## src/sv/bpc_pkg.sv

```systemverilog
// shared types and register codes for the barometric compensation block
// no dependencies

package bpc_pkg;

	localparam int CFG_IDX_W  = 3;
	localparam int CFG_DATA_W = 16;

	localparam logic [CFG_IDX_W-1:0] REG_PRESSURE_SENS    = 3'd0;
	localparam logic [CFG_IDX_W-1:0] REG_PRESSURE_OFFSET  = 3'd1;
	localparam logic [CFG_IDX_W-1:0] REG_SENS_TEMP_COEF   = 3'd2;
	localparam logic [CFG_IDX_W-1:0] REG_OFFSET_TEMP_COEF = 3'd3;
	localparam logic [CFG_IDX_W-1:0] REG_REF_TEMP         = 3'd4;
	localparam logic [CFG_IDX_W-1:0] REG_TEMP_COEF        = 3'd5;
	localparam logic [CFG_IDX_W-1:0] REG_SECOND_ORDER     = 3'd6;

	localparam logic signed [18:0] TEMP_NOMINAL = 19'sd2000;
	localparam logic signed [18:0] TEMP_COLD    = -19'sd1500;
	localparam logic signed [19:0] TEMP_MIN     = -20'sd262144;
	localparam logic signed [19:0] TEMP_MAX     = 20'sd262143;
	localparam logic signed [29:0] PRES_MAX     = 30'sd262143;

	typedef struct packed {
		logic [15:0] pressure_sens;
		logic [15:0] pressure_offset;
		logic [15:0] sens_temp_coef;
		logic [15:0] offset_temp_coef;
		logic [15:0] ref_temp;
		logic [15:0] temp_coef;
		logic        second_order;
	} cfg_t;

	// first-order results, signed fields held as plain vectors
	typedef struct packed {
		logic        valid;
		logic [23:0] d1;
		logic [18:0] temp;
		logic [16:0] t2;
		logic [34:0] off;
		logic [34:0] sens;
	} front_t;

	// corrected offset, sensitivity and final temperature
	typedef struct packed {
		logic        valid;
		logic [23:0] d1;
		logic [18:0] temp;
		logic [39:0] off;
		logic [39:0] sens;
	} corr_t;

endpackage

```

## src/sv/bpc_front.sv

```systemverilog
// stages 1 to 3: temperature difference, coefficient products, first-order terms
// depends on bpc_pkg

module bpc_front (
	input  logic           clk,
	input  logic           arst_n,
	input  logic           in_valid,
	input  logic [23:0]    raw_pressure,
	input  logic [23:0]    raw_temperature,
	input  bpc_pkg::cfg_t  cfg,
	output bpc_pkg::front_t front
);
	import bpc_pkg::*;

	logic               valid_s1, valid_s2, valid_s3;
	logic [23:0]        d1_s1, d1_s2, d1_s3;
	logic signed [24:0] dt_s1;
	logic signed [41:0] mt_s2, mo_s2, ms_s2;
	logic signed [49:0] msq_s2;
	logic [18:0]        temp_s3;
	logic [16:0]        t2_s3;
	logic [34:0]        off_s3, sens_s3;

	logic signed [41:0] mt_adj, mo_adj, ms_adj;
	logic signed [34:0] off_w, sens_w;
	logic [18:0]        temp_w;

	always_ff @(posedge clk or negedge arst_n) begin
		if (!arst_n) begin
			valid_s1 <= 1'b0;
			valid_s2 <= 1'b0;
			valid_s3 <= 1'b0;
		end else begin
			valid_s1 <= in_valid;
			valid_s2 <= valid_s1;
			valid_s3 <= valid_s2;
		end
	end

	// stage 1: dT
	always_ff @(posedge clk) begin
		d1_s1 <= raw_pressure;
		dt_s1 <= $signed({1'b0, raw_temperature}) - $signed({1'b0, cfg.ref_temp, 8'h00});
	end

	// stage 2: products with dT
	always_ff @(posedge clk) begin
		d1_s2  <= d1_s1;
		mt_s2  <= dt_s1 * $signed({1'b0, cfg.temp_coef});
		mo_s2  <= dt_s1 * $signed({1'b0, cfg.offset_temp_coef});
		ms_s2  <= dt_s1 * $signed({1'b0, cfg.sens_temp_coef});
		msq_s2 <= dt_s1 * dt_s1;
	end

	// stage 3: divisions truncate toward zero by biasing negative values
	assign mt_adj = mt_s2 + $signed({19'd0, {23{mt_s2[41]}}});
	assign mo_adj = mo_s2 + $signed({35'd0, {7{mo_s2[41]}}});
	assign ms_adj = ms_s2 + $signed({34'd0, {8{ms_s2[41]}}});

	assign temp_w = mt_adj[41:23] + TEMP_NOMINAL;
	assign off_w  = $signed({3'b000, cfg.pressure_offset, 16'h0000}) + $signed(mo_adj[41:7]);
	assign sens_w = $signed({4'h0, cfg.pressure_sens, 15'h0000})
		+ $signed({ms_adj[41], ms_adj[41:8]});

	always_ff @(posedge clk) begin
		d1_s3   <= d1_s2;
		temp_s3 <= temp_w;
		t2_s3   <= msq_s2[47:31];
		off_s3  <= off_w;
		sens_s3 <= sens_w;
	end

	assign front.valid = valid_s3;
	assign front.d1    = d1_s3;
	assign front.temp  = temp_s3;
	assign front.t2    = t2_s3;
	assign front.off   = off_s3;
	assign front.sens  = sens_s3;

endmodule

```

## config.mk

```make
export PLATFORM = sky130hd
export DESIGN_NAME = bpc_front
export DESIGN_NICKNAME = d
export VERILOG_FILES = /design/src/sv/bpc_pkg.sv /design/src/sv/bpc_front.sv
export SDC_FILE = /design/constraint.sdc
export NUM_CORES = 2
export LEC_CHECK = 0
export BUFFER_PORTS_ARGS = -buffer_cell sky130_fd_sc_hd__buf_4
export CORE_MARGIN = 4
export CORE_UTILIZATION = 65
export DETAILED_ROUTE_END_ITERATION = 8
export PLACE_DENSITY = 0.83
export SLEW_MARGIN = 10
export SYNTH_ARGS = -nofsm -noshare
export SYNTH_HDL_FRONTEND = slang
export SYNTH_SLANG_ARGS = --single-unit
```

## constraint.sdc

```tcl
create_clock -name clk -period 9.8 [get_ports clk]
set_input_delay 0.98 -clock clk [delete_from_list [all_inputs] [get_ports clk]]
set_output_delay 0.98 -clock clk [all_outputs]
set_load 0.05 [all_outputs]
```

* Word level (Yosys, flattened, before mapping)
Cells that the tools add are included.
** Storage, ports and cells
- Register bits after elaboration :: 380
- Bits in latches :: 0
- RAM bits :: 0
- ROM bits :: 0
- Input bits :: 148
- Output and inout port bits :: 131
- Word-level logic and storage cells :: 26
- Memories kept :: 0
** Cells by class
- $add $sub $neg :: 7
- Multiply operators :: 4
- Divide/modulo/power cells :: 0
- Order comparisons :: 0
- Equal/unequal tests :: 0
- Shift operators :: 0
- Muxes and demuxes :: 0
- Bitwise operators :: 0
- Reductions and logical operators :: 0
** Operator list (count)
- $mul A25 B17 Y42 :: 3
- $mul A25 B25 Y48 :: 1
- $add A42 B24 Y42 :: 1
- $add A42 B8 Y42 :: 1
- $add A42 B9 Y42 :: 1
- $add A32 B34 Y35 :: 1
- $add A33 B35 Y35 :: 1
- $sub A24 B24 Y25 :: 1
- $add A19 B11 Y19 const B :: 1

* Logic depth before layout (Yosys ltp)
- Depth after elaboration :: 2
- Depth in mapped cells :: 29
- Depth with buffers taken out :: 27

* Worst setup path before layout
OpenSTA, ideal clock, no wires.
- Path type :: register to register
- Start :: register dt_s1[24]
- End :: register msq_s2[47]
- Setup time :: 0.072 ns
- Arrival time :: 7.223 ns
- Data required time :: 9.728 ns
- Path slack :: 2.505 ns
- Stages on the path, launching flop included :: 24
- Buffers on the path :: 2
- Clock period less this slack :: 7.295 ns
- Cell sequence :: dfxtp_1 clkbuf_1 buf_1 nand2_1 inv_1 fa_1 fa_1 fa_1 inv_1 fa_1 fa_1 fa_1 fa_1 inv_1 ha_1 a21o_1 a21o_1 a211o_1 a21oi_1 o31ai_1 a31o_2 o31a_1 a21oi_1 xnor2_1
** Between the ends
- Longest elaborated chain between the ends :: 1
** Ends and longest elaborated chain
- from (decl) :: line bpc_front.sv:17 : logic signed [24:0] dt_s1;
- from (signal assigned) :: line bpc_front.sv:43 : dt_s1 <= $signed({1'b0, raw_temperature}) - $signed({1'b0, cfg.ref_temp, 8'h00});
- $mul A25 B25 Y48 :: line bpc_front.sv:52 : msq_s2 <= dt_s1 * dt_s1;
- to (signal assigned) :: line bpc_front.sv:52
- to (decl) :: line bpc_front.sv:19 : logic signed [49:0] msq_s2;
No other way between the ends.

* Worst setup path after layout
- Start :: register dt_s1[13]
- End :: register msq_s2[47]
The elaborated chain is that of the path after synthesis.

==> results.cfg <==
[status]
status = finished, final reports clean

[floorplanning]
ios = 279
die_area_um2 = 118000
die_y_um = 344
die_w_um = 344
start_util = 0.659
core_area_um2 = 111000
rows = 122

[worst_setup_path]
setup.worst_path.end = msq_s2[47]
cp-start-kind = flop
cp.arrival_ns = 9.13
worstPathRequired_ns = 10.37
cp_max_fo = 26
startpoint = dt_s1[13]
reg2regPathDepth = 22
r2r-end = msq_s2[47]
end_kind = flop
crit_type = flop to flop
r2r_start = dt_s1[13]
reg2reg_slack_ns = 1.24

[route]
antenna_left = 0
firstDrtPassIters = 6
wire_per_inst_um = 18.1
drtIter0Drc = 3477
wl_um = 170000
vias = 51767
vias_per_cell = 5.52
drc = 0

[synth]
synth_cell_types = 79
seq_area_frac_synth = 0.0954
yosys_register_bits = 349
synth_nets = 10262
ys.flop_type = dfxtp_1
synth_area_leader_cell = fa_1
synth_top_cell_area_share = 0.482
synth_cells = 7809
synth_area_per_cell_um2 = 9.40
synthTopCellsByArea = fa_1 48%, inv_1 10%, dfxtp_1 9.4%
netlist_area_um2 = 73400
async_flop_share = 0.00860
yosys_warnings = 0
synth_edf_count = 0

[clocking]
htreeDepth = 2
cts_inserted_buffers = 41
clkTransAtPathRegs_ns = 0.06
cts_tree = yes
insertion_delay_ns = 0.67
cts_root_buf = clkbuf_16
post_cts_resized = 0
cts_max_path_buffers = 3
cts.sinks = 349
postCtsSetupBuffers = 0
cts_hold_buf = 0

[timing]
fin_skew_ns = 0.0647
fmax_mhz = 117
tns_ns = 0
hold_viol = 0
setup_violations = 0
slew_viol_final = 0
tightest_slew_ns = 1.08
finalCriticalPeriod_ns = 8.56
rsz0062_at_grt = false
finalCritPeriodShare = 0.873
max_slew_margin = 0.280

[final_layout]
drive_gt1_frac = 0.0569
synthToLayoutAreaGrowth_pct = 6.27
fillers = 8169
nets = 10308
mostFrequentLayoutCells = 2,049 x inv_1, 1,766 x fa_1, 1,020 x nand2_1
fin_util = 0.700
final_common_cell = inv_1
fin_area_um2 = 78000
final_cells = 9379

[global_route]
grt_max_degree = 74
grt_pass1_vias = 58605
antenna_found_initial = 9
overflow = 0
grt_pass1_wl_um = 289000
grt_use_total = 0.304

[placed_design]
io_buffers = 277
hpwlAfterDp_um = 135000
gp_congestion = 0.901
placed_cells = 9300
place_area_um2 = 76500

[flow_run]
drv_cap = 0

[hold_path]
min_path_type = primary input to async pin
==> kinds of logic after synthesis <==
family / count (synthesis) / synth area share
flops: 349 / 0.0954
mux: 2 / 0.000273
buf+inv: 2370 / 0.121
fa+ha+maj: 2305 / 0.574
simple gates: 2018 / 0.132
compound gates: 475 / 0.0427
xor+xnor: 290 / 0.0346
==> per-stage QoR <==
step | setup WS, ns | hold WS [ns]
floorplan | 2.50 | 0.310
global placement | 1.52 | 0.310
detailed placement | 1.46 | 0.312
CTS | 1.45 | 0.108
global route | 0.953 | 0.117
finish | 1.24 | 0.142
==> synthesized netlist by cell type, drive strengths merged, types with 9 or more instances <==
master / count
or2: 13
a21o: 76
nand4: 31
o31ai: 10
ha: 539
o21a: 32
a211oi: 17
nand2: 1020
a31oi: 14
nor2b: 36
and2: 603
and3: 23
nor2: 145
o21ai: 78
xnor2: 209
fa: 1766
nand2b: 23
nand3: 49
o21bai: 20
xor2: 81
a21boi: 9
nor3: 32
clkbuf: 318
a21oi: 142
a31o: 10
and4: 9
dfxtp: 346
inv: 2049
==> sequential cells by signal (all words and copies together) (netlist names) <==
name and cells:
mt_s2 42, off_s3 35, mo_s2 42, t2_s3 17
valid_s2 1, valid_s3 1, valid_s1 1, d1_s2 24
temp_s3 19, msq_s2 17, d1_s1 24, dt_s1 25
d1_s3 24, sens_s3 35, ms_s2 42
==> final cells by class <==
cell class | instances | area [µm²] | area share
multi-input combinational | 5090 | 57500 | 0.737
inverter | 2049 | 7690 | 0.0986
sequential | 349 | 7040 | 0.0902
timing repair buffer | 324 | 2470 | 0.0317
tap | 1488 | 1860 | 0.0239
clock buffer | 50 | 1110 | 0.0142
clock inverter | 25 | 325 | 0.00417
antenna | 4 | 10.0 | 0.000128
==> worst min-delay path by stage <==
stage	end
2_1_floorplan	d1_s2[0]
3_3_place_gp	d1_s3[15]
3_5_place_dp	t2_s3[4]
4_1_cts	valid_s3
5_1_grt	valid_s3
6_report	valid_s3
==> critical path, stage by stage (launching register included) <==
cell     delay (ns)
dfxtp_2        0.93
buf_4          0.52
and2_1         0.21
fa_1           0.49
fa_1           0.56
fa_1           0.46
fa_1           0.58
fa_1           0.44
fa_1           0.50
inv_1          0.05
fa_1           0.48
inv_1          0.04
ha_1           0.31
a21o_1         0.20
a21o_1         0.17
a21oi_1        0.52
nand3_1        0.18
a21oi_1        0.63
o31ai_1        0.31
a31o_2         0.34
o31a_1         0.27
a21oi_1        0.18
xnor2_1        0.14
==> routing by layer <==
metal | share of wire | up-vias | track usage | wire, µm
li1 | - | 22691 | - | -
met1 | 0.38 | 26289 | 0.390 | 64200
met2 | 0.50 | 2264 | 0.523 | 84300
met3 | 0.086 | 517 | 0.0551 | 14500
met4 | 0.039 | 6 | 0.107 | 6640
met5 | 0.00020 | - | 0 | 34
Power is left out: the tool's default activity adds up to more than one toggle a clock period on the data nets, which glitch-free logic cannot reach.
