**src/sv/bpc_pkg.sv**
```systemverilog
// shared types and register codes for the barometric compensation block
// no dependencies

package bpc_pkg;

	localparam int CFG_IDX_W  = 3;
	localparam int CFG_DATA_W = 16;

	localparam logic [CFG_IDX_W-1:0] REG_PRESSURE_SENS    = 3'd0;
	localparam logic [CFG_IDX_W-1:0] REG_PRESSURE_OFFSET  = 3'd1;
	localparam logic [CFG_IDX_W-1:0] REG_SENS_TEMP_COEF   = 3'd2;
	localparam logic [CFG_IDX_W-1:0] REG_OFFSET_TEMP_COEF = 3'd3;
	localparam logic [CFG_IDX_W-1:0] REG_REF_TEMP         = 3'd4;
	localparam logic [CFG_IDX_W-1:0] REG_TEMP_COEF        = 3'd5;
	localparam logic [CFG_IDX_W-1:0] REG_SECOND_ORDER     = 3'd6;

	localparam logic signed [18:0] TEMP_NOMINAL = 19'sd2000;
	localparam logic signed [18:0] TEMP_COLD    = -19'sd1500;
	localparam logic signed [19:0] TEMP_MIN     = -20'sd262144;
	localparam logic signed [19:0] TEMP_MAX     = 20'sd262143;
	localparam logic signed [29:0] PRES_MAX     = 30'sd262143;

	typedef struct packed {
		logic [15:0] pressure_sens;
		logic [15:0] pressure_offset;
		logic [15:0] sens_temp_coef;
		logic [15:0] offset_temp_coef;
		logic [15:0] ref_temp;
		logic [15:0] temp_coef;
		logic        second_order;
	} cfg_t;

	// first-order results, signed fields held as plain vectors
	typedef struct packed {
		logic        valid;
		logic [23:0] d1;
		logic [18:0] temp;
		logic [16:0] t2;
		logic [34:0] off;
		logic [34:0] sens;
	} front_t;

	// corrected offset, sensitivity and final temperature
	typedef struct packed {
		logic        valid;
		logic [23:0] d1;
		logic [18:0] temp;
		logic [39:0] off;
		logic [39:0] sens;
	} corr_t;

endpackage

```
**src/sv/bpc_pres.sv**
```systemverilog
// stages 6 to 8: split pressure product, scaling and output saturation
// depends on bpc_pkg

module bpc_pres (
	input  logic                  clk,
	input  logic                  arst_n,
	input  bpc_pkg::corr_t        corr,
	output logic                  done,
	output logic signed [18:0]    temperature_centi,
	output logic [17:0]           pressure_pa
);
	import bpc_pkg::*;

	logic               valid_s6, valid_s7, done_q;
	logic [18:0]        temp_s6, temp_s7, temp_q;
	logic [39:0]        off_s6, off_s7;
	logic [43:0]        plo_s6;
	logic signed [44:0] phi_s6;
	logic signed [43:0] q_s7;
	logic [17:0]        pres_q;

	logic signed [64:0] prod, prod_adj;
	logic signed [44:0] r_w, r_adj;
	logic signed [29:0] p_w;
	logic [17:0]        p_sat;

	always_ff @(posedge clk or negedge arst_n) begin
		if (!arst_n) begin
			valid_s6 <= 1'b0;
			valid_s7 <= 1'b0;
			done_q   <= 1'b0;
		end else begin
			valid_s6 <= corr.valid;
			valid_s7 <= valid_s6;
			done_q   <= valid_s7;
		end
	end

	// stage 6: D1 times SENS as two partial products
	always_ff @(posedge clk) begin
		temp_s6 <= corr.temp;
		off_s6  <= corr.off;
		plo_s6  <= corr.d1 * corr.sens[19:0];
		phi_s6  <= $signed({1'b0, corr.d1}) * $signed(corr.sens[39:20]);
	end

	// stage 7: recombine, divide by 2^21 toward zero
	assign prod     = $signed({phi_s6, 20'd0}) + $signed({21'd0, plo_s6});
	assign prod_adj = prod + $signed({44'd0, {21{prod[64]}}});

	always_ff @(posedge clk) begin
		temp_s7 <= temp_s6;
		off_s7  <= off_s6;
		q_s7    <= prod_adj[64:21];
	end

	// stage 8: subtract offset, divide by 2^15 toward zero, saturate
	assign r_w   = {q_s7[43], q_s7} - {{5{off_s7[39]}}, off_s7};
	assign r_adj = r_w + $signed({30'd0, {15{r_w[44]}}});
	assign p_w   = r_adj[44:15];

	always_comb begin
		if (p_w < 30'sd0) begin
			p_sat = '0;
		end else if (p_w > PRES_MAX) begin
			p_sat = PRES_MAX[17:0];
		end else begin
			p_sat = p_w[17:0];
		end
	end

	always_ff @(posedge clk) begin
		temp_q <= temp_s7;
		pres_q <= p_sat;
	end

	assign done              = done_q;
	assign temperature_centi = $signed(temp_q);
	assign pressure_pa       = pres_q;

endmodule

```
**config.mk**
```make
export PLATFORM = sky130hd
export DESIGN_NAME = bpc_pres
export DESIGN_NICKNAME = d
export VERILOG_FILES = /design/src/sv/bpc_pkg.sv /design/src/sv/bpc_pres.sv
export SDC_FILE = /design/constraint.sdc
export NUM_CORES = 2
export LEC_CHECK = 0
export ABC_CLOCK_PERIOD_IN_PS = 17000
export BUFFER_PORTS_ARGS = -buffer_cell sky130_fd_sc_hd__buf_2
export CORE_MARGIN = 2
export CORE_UTILIZATION = 30
export DETAILED_ROUTE_END_ITERATION = 8
export GPL_TIMING_DRIVEN = 0
export PLACE_DENSITY = 0.5
export SLEW_MARGIN = 20
export SYNTH_ARGS = -nofsm -noshare
export SYNTH_HDL_FRONTEND = slang
export SYNTH_SLANG_ARGS = --single-unit
export TNS_END_PERCENT = 20
```
**constraint.sdc**
```tcl
create_clock -name clk -period 17 [get_ports clk]
set_input_delay 0.85 -clock clk [delete_from_list [all_inputs] [get_ports clk]]
set_output_delay 0.85 -clock clk [all_outputs]
set_load 0.05 [all_outputs]
```
======== Word-level counts from Yosys, hierarchy flattened ========
Index checks and enable logic that the tools add are counted.
operators by class
  multipliers ............................. 2
  add/subtract/negate cells ............... 4
  muxes and demuxes ....................... 1
  order comparisons ....................... 2
operators by type and width
  cell                                                              number
  adder 65 x 22 -> 65 bit                                           1
  adder 65 x 45 -> 65 bit                                           1
  adder 45 x 16 -> 45 bit                                           1
  multiplier 25 x 20 -> 45 bit                                      1
  subtractor 44 x 40 -> 45 bit                                      1
  multiplier 24 x 20 -> 44 bit                                      1
  greater-than comparator 30 x 19 -> 1 bit (second input constant)  1
  less-than comparator 30 x 1 -> 1 bit (second input constant)      1
  2-to-1 mux 18 bit                                                 1
storage, ports and cells
  input port bits ......................... 126
  bits in registers ....................... 291
  output and inout bits ................... 38
  logic and storage cells ................. 21

======== Longest topological paths before layout ========
  depth after elaboration ................. 4
  depth in mapped cells ................... 29

======== Worst setup path after synthesis ========
OpenSTA, ideal clock, no wires.
  path kind ............................... input-to-reg
  start point ............................. input port corr[2] in the netlist's numbering
  end point ............................... register plo_s6[42]
  slack ................................... 9.384 ns
  buffers on the path ..................... 1
  cell stages on the path ................. 26
  data arrival time ....................... 7.544 ns
  cells stage by stage .................... clkbuf_1 > nand2_1 > fa_1 > fa_1 > inv_1 > fa_1 > fa_1 > inv_1 > fa_1 > inv_1 > fa_1 > fa_1 > ha_1 > a21o_1 > a21o_1 > a21oi_1 > nand2b_1 > a41oi_1 > o21ai_0 > o22ai_1 > o221a_2 > or4_1 > a31oi_1 > a21oi_1 > a311oi_1 > xnor2_1
on the way
  cells in the longest elaborated chain, start to end .. 1
RTL lines
  item                          line            text
  start, declared               bpc_pres.sv:7   input bpc_pkg::corr_t corr,
  multiplier 24 x 20 -> 44 bit  bpc_pres.sv:43  plo_s6 <= corr.d1 * corr.sens[19:0];
  end signal, assigned          bpc_pres.sv:43
  end, declared                 bpc_pres.sv:17  logic [43:0] plo_s6;
Every way passes these cells.
A chain may end at the register's enable or synchronous reset.

======== Worst setup path in the final report ========
  start point ............................. input port corr[106] in the netlist's numbering
  end point ............................... register phi_s6[41]
on the way
  cells in the longest elaborated chain, start to end .. 1
RTL lines
  item                          line            text
  multiplier 25 x 20 -> 45 bit  bpc_pres.sv:44  phi_s6 <= $signed({1'b0, corr.d1}) * $signed(corr.sens[39:20]);
  end signal, assigned          bpc_pres.sv:44
  end, declared                 bpc_pres.sv:18  logic signed [44:0] phi_s6;
Every way passes these cells.

==> results.md <==
- Status: complete, no violations
- Global Route Usage Sum: 0.1878
- Layout fillers: 15525
- CTS clk-pin slew, worst paths: 70 ps
- TritonCTS clock tree: yes
- TNS Setup: 0 ps
- Crit path arrival time: 9050 ps
- Iteration-0 DRC Markers: 1900
- FF+latch count, synth: 291
- Mean post-synth cell area: 8.965 sq um
- Slew @ Worst Pin: 1195 ps
- DRC Markers: 0
- Post-synth EDFFs: 0
- Routed Antenna Nets: 0
- CTS Sinks: 291
- Initial antenna violation count: 22
- Root Buffer: clkbuf_16
- Pre-antenna DRT Iters: 5
- RR Endpoint: q_s7[38]$_DFF_P_
- DR vias/cell: 4.736
- Hold crit path type: reg2reg
- Post-route minimum period: 8531 ps
- CP endpoint kind: flip-flop
- Chip width: 389 um
- # hold bufs at CTS: 1
- CP Max Fanout: 10
- Top_reg_cell synth: dfxtp_1
- Die extent in y: 389 um
- Seq. cell area: 5841 sq um
- RSZ-0062 raised after global routing: no
- Gr ovfl total: 0
- Commonest cells after routing, fill and taps aside: inv_1, fa_1, nand2_1
- WL final: 142500 um
- Core area: 147500 sq um
- I/O pin cnt: 164
- Largest net degree at the start of global routing: 21
- Hold path start: temp_s6[8]$_DFF_P_
- Final hold violations: 0
- FP Rows: 141
- CTS H-tree lvls: 1
- Distinct cells, synth: 100
- Worst Reg2Reg Path Length in Cells: 23
- Critical R2R Launch: plo_s6[20]$_DFF_P_
- Cell count after synthesis: 4960
- Hold EP: temp_s7[8]$_DFF_P_
- HPWL Detailed: 121900 um
- First-pass GRT wire length: 214700 um
- Clock Latency Late Sink: 620 ps
- Sequential area share after synthesis: 0.1313
- Die area: 151300 sq um
- Vias in the first global route: 34877
- Clk buf depth: 3
- Critical path type: in2reg
- F_max: 117.2 MHz
- Startpoint Class: primary input
- Ratio of cells with drive above 1 in the final layout: 0.05080
- Mapped Area: 44470 sq um
- Vias: 33589
- Syn nets: 6302
- Syn-to-layout area delta: 9.496%
- Share of synthesized registers carrying an async set or reset: 0.01031
- Hold path cells: 0
- TritonCTS buffer count: 30
- # resized after CTS: 0
- Slew HR: 0.2036
- Setup slack, reg-to-reg: 9860 ps
- Post-CTS Setup Bufs: 0
- Setup Skew: 32.50 ps
- Nets: 6475
- Worst EP required: 17520 ps
- Multi-input logic area: 34230 sq um
- Max-cap violations: 0
- Max-slew violation count: 0
- Starting density of the core: 0.3015
- Port Buffers: 139
- Routed len/inst: 20.09 um
- Final Setup Violations: 0
- Final worst-path cycle share: 0.5018
- Warnings, synthesis: 0
- Most common cell after layout, fill and taps aside: inv_1
- GPL Wtd Cong: 0.9393
worst max path at each step:
stage	endpoint	cells past startpoint	slack (ps)	start
floorplan	plo_s6[42]$_DFF_P_	26	9380	corr[2]
global placement	phi_s6[41]$_DFF_P_	28	7790	corr[100]
detailed placement	phi_s6[41]$_DFF_P_	26	7910	corr[106]
CTS	phi_s6[41]$_DFF_P_	26	8580	corr[104]
global route	phi_s6[41]$_DFF_P_	26	8100	corr[106]
finish	phi_s6[41]$_DFF_P_	26	8470	corr[106]
per-stage QoR:
step,instances,worst slack [ps],instance area (sq um),utilization,hold WS [ps]
finish,7092,8469,48690,0.3301,317.8
global route,7088,8101,48680,0.3301,277.6
CTS,7087,8576,48680,0.3300,259.3
detailed placement,7030,7909,47610,0.3228,312.1
global placement,7029,7790,47580,0.3226,309.7
floorplan,4960,9384,44470,-,309.6
metal layers:
layer	vias up	GRT usage	share of wire
met4	8	0.05497	0.031
met3	149	0.02165	0.056
met2	885	0.3152	0.47
met5	-	0	0.00038
met1	16763	0.2537	0.45
li1	15784	-	-
worst max-delay path, cell delays in order:
cell and delay [ps]:
clkbuf_1 860, nand2_1 190, fa_1 620, fa_1 450
fa_1 490, inv_1 40, ha_1 260, ha_1 270
inv_1 50, fa_1 520, inv_1 50, fa_1 480
ha_1 340, inv_1 100, nor2_1 50, o21ai_0 160
a21oi_1 90, o31a_1 310, o311ai_0 450, a21boi_0 260
o211ai_1 550, a31oi_1 310, o21ai_0 630, o2111ai_1 250
a21oi_1 210, xnor2_1 170
logic make-up (layout without fill, tap and decap cells):
logic type | after synthesis | count (layout) | share of synthesized area
AOI/OAI and AO/OA | 589 | 589 | 0.08925
xor gates and xnor gates | 188 | 188 | 0.03703
adders and majority gates | 1216 | 1216 | 0.4750
buffers and inverters | 1160 | 1357 | 0.09890
DFF | 291 | 291 | 0.1313
muxes | 6 | 6 | 0.001407
other | 0 | 5 | 0
and+or+nand+nor | 1510 | 1510 | 0.1671
final cells by class:
type / count / share of cell area
sequential: 291 / 0.1200
clock buffer: 32 / 0.01598
clock inverter: 24 / 0.005705
buffer: 212 / 0.01732
multi-input combinational: 3509 / 0.7030
timing repair buffer: 141 / 0.01506
inverter: 948 / 0.07308
tap: 1930 / 0.04960
antenna: 5 / 0.0002570
cells in the mapped netlist, types with 21 or more instances:
cell        n  area, sq um
a211oi_1   21        157.7
a21o_1     91        683.2
a21oi_1   153        765.7
a31oi_1    45        281.5
and2_1    356         2227
and3_1     23        143.9
clkbuf_1  197        739.5
dfxtp_1   288         5766
fa_1      787        15760
ha_1      429         5368
inv_1     947         3555
nand2_1   698         2620
nand2b_1   47        294.0
nand3_1    57        285.3
nand4_1    28        175.2
nor2_1    118        442.9
nor2b_1    33        206.5
nor3_1     52        260.3
o211ai_1   26        195.2
o21a_1     37        277.8
o21ai_0    82        410.4
xnor2_1   131         1147
xor2_1     57        499.2
registers in the layout (all words and copies together) (netlist names):
| signal | count |
|---|---|
| q_s7 | 44 |
| plo_s6 | 44 |
| temp_s6 | 19 |
| pressure_pa | 18 |
| off_s7 | 40 |
| phi_s6 | 45 |
| valid_s7 | 1 |
| done | 1 |
| temperature_centi | 19 |
| valid_s6 | 1 |
| off_s6 | 40 |
| temp_s7 | 19 |
Power is left out: the tool's default activity adds up to more than one toggle a clock period on the data nets, which glitch-free logic cannot reach.
