**config.mk**
```make
export PLATFORM = sky130hd
export DESIGN_NAME = bpc_corr
export DESIGN_NICKNAME = d
export VERILOG_FILES = /design/src/sv/bpc_pkg.sv /design/src/sv/bpc_corr.sv
export SDC_FILE = /design/constraint.sdc
export NUM_CORES = 2
export LEC_CHECK = 0
export BUFFER_PORTS_ARGS = -buffer_cell sky130_fd_sc_hd__buf_4
export CORE_MARGIN = 5
export CORE_UTILIZATION = 25
export DETAILED_ROUTE_END_ITERATION = 6
export HOLD_SLACK_MARGIN = 0.05
export PLACE_DENSITY = 0.47
export RECOVER_POWER = 100
export SLEW_MARGIN = 15
export SYNTH_ARGS = -nofsm -noshare
export SYNTH_HDL_FRONTEND = slang
export SYNTH_SLANG_ARGS = --single-unit
```
**constraint.sdc**
```tcl
create_clock -name clk -period 11.05 [get_ports clk]
set_input_delay 0.5525 -clock clk [delete_from_list [all_inputs] [get_ports clk]]
set_output_delay 0.5525 -clock clk [all_outputs]
set_load 0.03 [all_outputs]
```
**src/sv/bpc_pkg.sv**
```systemverilog
// shared types and register codes for the barometric compensation block
// no dependencies

package bpc_pkg;

	localparam int CFG_IDX_W  = 3;
	localparam int CFG_DATA_W = 16;

	localparam logic [CFG_IDX_W-1:0] REG_PRESSURE_SENS    = 3'd0;
	localparam logic [CFG_IDX_W-1:0] REG_PRESSURE_OFFSET  = 3'd1;
	localparam logic [CFG_IDX_W-1:0] REG_SENS_TEMP_COEF   = 3'd2;
	localparam logic [CFG_IDX_W-1:0] REG_OFFSET_TEMP_COEF = 3'd3;
	localparam logic [CFG_IDX_W-1:0] REG_REF_TEMP         = 3'd4;
	localparam logic [CFG_IDX_W-1:0] REG_TEMP_COEF        = 3'd5;
	localparam logic [CFG_IDX_W-1:0] REG_SECOND_ORDER     = 3'd6;

	localparam logic signed [18:0] TEMP_NOMINAL = 19'sd2000;
	localparam logic signed [18:0] TEMP_COLD    = -19'sd1500;
	localparam logic signed [19:0] TEMP_MIN     = -20'sd262144;
	localparam logic signed [19:0] TEMP_MAX     = 20'sd262143;
	localparam logic signed [29:0] PRES_MAX     = 30'sd262143;

	typedef struct packed {
		logic [15:0] pressure_sens;
		logic [15:0] pressure_offset;
		logic [15:0] sens_temp_coef;
		logic [15:0] offset_temp_coef;
		logic [15:0] ref_temp;
		logic [15:0] temp_coef;
		logic        second_order;
	} cfg_t;

	// first-order results, signed fields held as plain vectors
	typedef struct packed {
		logic        valid;
		logic [23:0] d1;
		logic [18:0] temp;
		logic [16:0] t2;
		logic [34:0] off;
		logic [34:0] sens;
	} front_t;

	// corrected offset, sensitivity and final temperature
	typedef struct packed {
		logic        valid;
		logic [23:0] d1;
		logic [18:0] temp;
		logic [39:0] off;
		logic [39:0] sens;
	} corr_t;

endpackage

```
**src/sv/bpc_corr.sv**
```systemverilog
// stages 4 and 5: low-temperature second-order corrections
// depends on bpc_pkg

module bpc_corr (
	input  logic            clk,
	input  logic            arst_n,
	input  bpc_pkg::cfg_t   cfg,
	input  bpc_pkg::front_t front,
	output bpc_pkg::corr_t  corr
);
	import bpc_pkg::*;

	logic               valid_s4, valid_s5;
	logic [23:0]        d1_s4, d1_s5;
	logic [18:0]        temp_s4, temp_s5;
	logic signed [34:0] off_s4;
	logic signed [34:0] sens_s4;
	logic signed [39:0] aa_s4, bb_s4;
	logic               so_s4, cold_s4;
	logic [39:0]        off_s5, sens_s5;

	logic signed [19:0] a_w, b_w, t_ext, t_corr, t_sat;
	logic [34:0]        aa_u, bb_u;
	logic [37:0]        five_aa, seven_bb;
	logic [38:0]        eleven_bb, off2, sens2;
	logic signed [39:0] off_c, sens_c;

	assign t_ext  = $signed({front.temp[18], front.temp});
	assign a_w    = t_ext - 20'sd2000;
	assign b_w    = t_ext + 20'sd1500;
	assign t_corr = t_ext - $signed({3'b000, front.t2});

	always_comb begin
		if (t_corr < TEMP_MIN) begin
			t_sat = TEMP_MIN;
		end else if (t_corr > TEMP_MAX) begin
			t_sat = TEMP_MAX;
		end else begin
			t_sat = t_corr;
		end
	end

	always_ff @(posedge clk or negedge arst_n) begin
		if (!arst_n) begin
			valid_s4 <= 1'b0;
			valid_s5 <= 1'b0;
		end else begin
			valid_s4 <= front.valid;
			valid_s5 <= valid_s4;
		end
	end

	// stage 4: squares and correction selects
	always_ff @(posedge clk) begin
		d1_s4   <= front.d1;
		off_s4  <= $signed(front.off);
		sens_s4 <= $signed(front.sens);
		aa_s4   <= a_w * a_w;
		bb_s4   <= b_w * b_w;
		so_s4   <= cfg.second_order && ($signed(front.temp) < TEMP_NOMINAL);
		cold_s4 <= $signed(front.temp) < TEMP_COLD;
		if (cfg.second_order && ($signed(front.temp) < TEMP_NOMINAL)) begin
			temp_s4 <= t_sat[18:0];
		end else begin
			temp_s4 <= front.temp;
		end
	end

	// stage 5: squares are nonnegative, so halving is a shift
	assign aa_u      = aa_s4[34:0];
	assign bb_u      = bb_s4[34:0];
	assign five_aa   = {1'b0, aa_u, 2'b00} + {3'b000, aa_u};
	assign seven_bb  = {bb_u, 3'b000} - {3'b000, bb_u};
	assign eleven_bb = {1'b0, bb_u, 3'b000} + {3'b000, bb_u, 1'b0} + {4'h0, bb_u};
	assign off2      = {2'b00, five_aa[37:1]} + (cold_s4 ? {1'b0, seven_bb} : 39'd0);
	assign sens2     = {3'b000, five_aa[37:2]} + (cold_s4 ? {1'b0, eleven_bb[38:1]} : 39'd0);
	assign off_c     = {{5{off_s4[34]}}, off_s4} - $signed({1'b0, off2});
	assign sens_c    = {{5{sens_s4[34]}}, sens_s4} - $signed({1'b0, sens2});

	always_ff @(posedge clk) begin
		d1_s5   <= d1_s4;
		temp_s5 <= temp_s4;
		if (so_s4) begin
			off_s5  <= off_c;
			sens_s5 <= sens_c;
		end else begin
			off_s5  <= {{5{off_s4[34]}}, off_s4};
			sens_s5 <= {{5{sens_s4[34]}}, sens_s4};
		end
	end

	assign corr.valid = valid_s5;
	assign corr.d1    = d1_s5;
	assign corr.temp  = temp_s5;
	assign corr.off   = off_s5;
	assign corr.sens  = sens_s5;

endmodule

```
# == Yosys cells after proc, flatten, opt, wreduce, memory -nomap -nowiden ==
# Cells that the tools add are included.
# classes
n_lt_le_gt_ge,4
n_mux,7
n_reduce_logical,1
add_sub_neg,11
multipliers,2
# op_table
operator,count
two-way mux 40 bit,2
subtractor 40 x 39 -> 40 bit,2
two-way mux 38 bit,2
multiplier 20 x 20 -> 35 bit,2
two-way mux 19 bit,3
adder 36 x 38 -> 39 bit,1
adder 37 x 38 -> 39 bit,1
adder 38 x 36 -> 39 bit,1
adder 39 x 35 -> 39 bit,1
adder 37 x 35 -> 38 bit,1
"< comparator 19 x 12 -> 1 bit, second input constant",2
subtractor 38 x 35 -> 38 bit,1
"adder 19 x 12 -> 20 bit, second input constant",1
"> comparator 20 x 19 -> 1 bit, second input constant",1
"< comparator 20 x 19 -> 1 bit, second input constant",1
"subtractor 19 x 12 -> 20 bit, second input constant",1
subtractor 19 x 18 -> 20 bit,1
logical AND 1 bit,1
# totals
elab_cells,39
input_bits,230
reg_bits,310

# == Depth between registers and ports, before layout ==
# depth
ltp_word,6
ltp_mapped,36
ltp_nobuf,34

# == Least setup slack after synthesis ==
# No wires, ideal clock.
# synth_timing
kind,input -> register
startpoint,in front[91] (netlist bit)
endpoint,reg aa_s4[32]
t_arrival_ns,8.631
required_time_ns,10.927
n_path_buf,3
path_slack_ns,2.295
stages,31
setup_ns,0.123
path_cell_list,clkbuf_1 inv_1 clkbuf_1 ha_1 nor2_1 or4_1 xor2_1 inv_1 clkbuf_1 nand2_1 inv_1 fa_1 inv_1 fa_1 fa_1 fa_1 inv_1 fa_1 fa_1 fa_1 ha_1 a2111oi_0 nand2_1 or2_0 o31a_1 o21bai_1 o21ai_1 o41a_1 a21oi_1 o21bai_1 xor2_1
# synth_via
elab_chain_len,2
# synth_rtl
item,line_no,rtl
"start, declared",bpc_corr.sv:8,"input bpc_pkg::front_t front,"
subtractor 19 x 12 -> 20 bit,bpc_corr.sv:29,assign a_w = t_ext - 20'sd2000;
multiplier 20 x 20 -> 35 bit,bpc_corr.sv:58,aa_s4 <= a_w * a_w;
"end signal, assigned",bpc_corr.sv:58,
"end, declared",bpc_corr.sv:18,"logic signed [39:0] aa_s4, bb_s4;"
# Every way passes these cells.

# == Final worst setup path ==
# layout_timing
startpoint,in front[90] (netlist bit)
endpoint,reg bb_s4[33]
# layout_via
elab_chain_len,2
# layout_rtl
item,line_no,rtl
adder 19 x 12 -> 20 bit,bpc_corr.sv:30,assign b_w = t_ext + 20'sd1500;
multiplier 20 x 20 -> 35 bit,bpc_corr.sv:59,bb_s4 <= b_w * b_w;
"end signal, assigned",bpc_corr.sv:59,
"end, declared",bpc_corr.sv:18,
# Every way passes these cells.

==> results.sh <==
export IMPL_critical_path_max_fanout=12
export IMPL_grt_pass1_wl_microns=212000
export IMPL_wirelength_microns=134000
export IMPL_relSlewSlack=0.0320
export IMPL_hold_class="primary input to asynchronous set/reset pin"
export IMPL_numPortBuffers=257
export IMPL_gp_congestion=0.851
export IMPL_root_buffer="clkbuf_16"
export IMPL_fin_ws_ps=1470
export IMPL_ys_types=105
export IMPL_post_dp_hpwl_microns=113000
export IMPL_yosys_most_used_dff="dfxtp_1"
export IMPL_final_hold_violation_count=0
export IMPL_yosysMostFrequentCell="inv_1"
export IMPL_nets=6701
export IMPL_cts_resized=0
export IMPL_place_ws_ps=1380
export IMPL_arrival_ps=10120
export IMPL_grt_pass1_vias=36200
export IMPL_max_stage_delay_ps=710
export IMPL_max_freq_ghz=0.104
export IMPL_drc=0
export IMPL_setup_violations=0
export IMPL_cp_end_kind="register"
export IMPL_min_period_ps=9580
export IMPL_cts_sink_count=306
export IMPL_clk_pin_slew_ps=60
export IMPL_syn_to_final_growth_pct=15.7
export IMPL_clk_path_buf_depth=3
export IMPL_grt_overflow=0
export IMPL_maxCapViolations=0
export IMPL_ys_seq_elements=306
export IMPL_first_iter_violations=1628
export IMPL_rows=154
export IMPL_synth_top_area_frac=0.359
export IMPL_wl_met3_microns=5800
export IMPL_top_level_ports=354
export IMPL_critPathLaunchType="primary input"
export IMPL_fill_cells=18900
export IMPL_criticalPathCategory="primary input to register"
export IMPL_highest_layer="met5"
export IMPL_min_period_over_period=0.867
export IMPL_cts_tree="built"
export IMPL_wl_met1_microns=59600
export IMPL_postSynthCellCount=4889
export IMPL_synthArstFlopShare=0.00654
export IMPL_critPathRequiredTime_ps=11590
export IMPL_rsz0062_at_grt="no"
export IMPL_seq_area_frac_synth=0.139
export IMPL_yosys_warnings=0
export IMPL_dr_wl_met2_microns=64800
export IMPL_critical_path_slowest_cell="inv_1"
export IMPL_dieWidth_microns=430
export IMPL_cts_buffers=40
export IMPL_avgSynthCellArea_sq_um=9.03
export IMPL_cpMostUsedCell="fa_1"
export IMPL_start_util=0.251
export IMPL_drtPass1Iterations=6
export IMPL_die_h_microns=430
export IMPL_grt_max_degree=52
export IMPL_clock_skew_ps=17.4
export IMPL_core_sq_um=176000
export IMPL_dieArea_sq_um=185000
export IMPL_synth_fp_nets=6307
export IMPL_clk_insertion_delay_late_ps=620
export IMPL_syn_cell_area_sq_um=44100
export IMPL_wl_per_cell_microns=17.4
export IMPL_netlist_top_cells_area="fa_1 36%, dfxtp_1 14%, ha_1 11%"
export IMPL_synth_common_cells="1220 x inv_1, 791 x fa_1, 397 x ha_1"
export IMPL_whs_ps=284
export IMPL_via_per_inst=4.31
export IMPL_drive_above_1_share=0.0627
export IMPL_detail_route_antenna_nets=0
export IMPL_tns_ps=0
export IMPL_cp_num_buf_inv=8
export IMPL_synth_top_cell_by_area="fa_1"
export IMPL_grt_antenna_before_repair=4
export IMPL_ctsHtreeMaxLevel=2
export IMPL_synth_edf_count=0
export IMPL_final_max_slew_viol_count=0
export IMPL_tightest_slew_ps=1450
export IMPL_grt_usage=0.146
export IMPL_cp_top_family="adder cells"
export IMPL_num_vias=33000
export IMPL_status="complete, no violations"
[path summary, 6_finish.rpt]
check                           start    endpoint  slack [ps]  cells after the start
setup / recovery            front[90]   bb_s4[33]        1470                     30
hold / removal                 arst_n    valid_s5         280                      2
setup reg to reg             bb_s4[3]  off_s5[37]        3600                     26
hold reg to reg            temp_s4[3]  temp_s5[3]         320                      0
max in group asynchronous      arst_n    valid_s4       10610                      2
min in group clk            front[93]  temp_s4[6]         300                      3
[metrics by stage]
stage | instance area, sq um | cells | utilization
5_1_grt | 51100 | 7659 | 0.290
3_3_place_gp | 49400 | 7485 | 0.281
2_1_floorplan | 44100 | 4889 | -
6_report | 51100 | 7659 | 0.290
3_5_place_dp | 49400 | 7485 | 0.281
4_1_cts | 51700 | 7653 | 0.294
[routing by layer]
layer / vias up / global-route usage
met2: 635 / 0.257
met3: 126 / 0.0192
met1: 16400 / 0.191
met4: 2 / 0.0351
li1: 15900 / -
met5: - / 0
[flip-flops by register name, indices dropped and copies added, names as in the netlist]
| signal | cells |
|---|---|
| off_s5 | 40 |
| valid_s5 | 1 |
| temp_s5 | 19 |
| d1_s5 | 24 |
| d1_s4 | 24 |
| sens_s5 | 40 |
| off_s4 | 35 |
| temp_s4 | 19 |
| aa_s4 | 32 |
| valid_s4 | 1 |
| sens_s4 | 35 |
| bb_s4 | 34 |
| so_s4 | 1 |
| cold_s4 | 1 |
[layout by cell type, fill, tap and decap left out, types with 90 or more instances in the layout]
| master | count |
|---|---|
| xnor2_1 | 197 |
| clkbuf_4 | 91 |
| inv_1 | 1221 |
| o21ai_0 | 170 |
| buf_4 | 118 |
| clkbuf_1 | 142 |
| nor2_1 | 365 |
| a21oi_1 | 216 |
| dlygate4sd3_1 | 96 |
| dfxtp_1 | 303 |
| fa_1 | 791 |
| xor2_1 | 90 |
| nand2_1 | 330 |
| ha_1 | 397 |
| a21o_1 | 112 |
[kinds of logic (layout without fill, tap and decap cells)]
| kind of cell | after synthesis | after routing | synth area share |
|---|---|---|---|
| simple gates | 1012 | 1012 | 0.103 |
| flops | 306 | 306 | 0.139 |
| other cells | 1 | 7 | 0.0000849 |
| mux | 10 | 10 | 0.00235 |
| buf+inv | 1319 | 1743 | 0.112 |
| compound gates | 761 | 761 | 0.113 |
| xor+xnor | 292 | 292 | 0.0583 |
| fa+ha+maj | 1188 | 1188 | 0.471 |
[layout make-up]
type / count / area (sq um) / share of cell area
multi-input cells: 3264 / 32900 / 0.645
inverters: 1228 / 4610 / 0.0903
clock inverters: 18 / 204 / 0.00399
clock buffers: 54 / 1160 / 0.0228
repair buffers: 443 / 3050 / 0.0597
flip-flops and latches: 306 / 6140 / 0.120
well taps: 2340 / 2930 / 0.0573
diodes: 6 / 15.0 / 0.000294
[what timing repair did]
action	in CTS	in global routing
hold buffers	96	0
setup endpoints to repair	0	0
buffers inserted	0	0
hold endpoints to repair	97	0
Power is left out: the tool's default activity adds up to more than one toggle a clock period on the data nets, which glitch-free logic cannot reach.
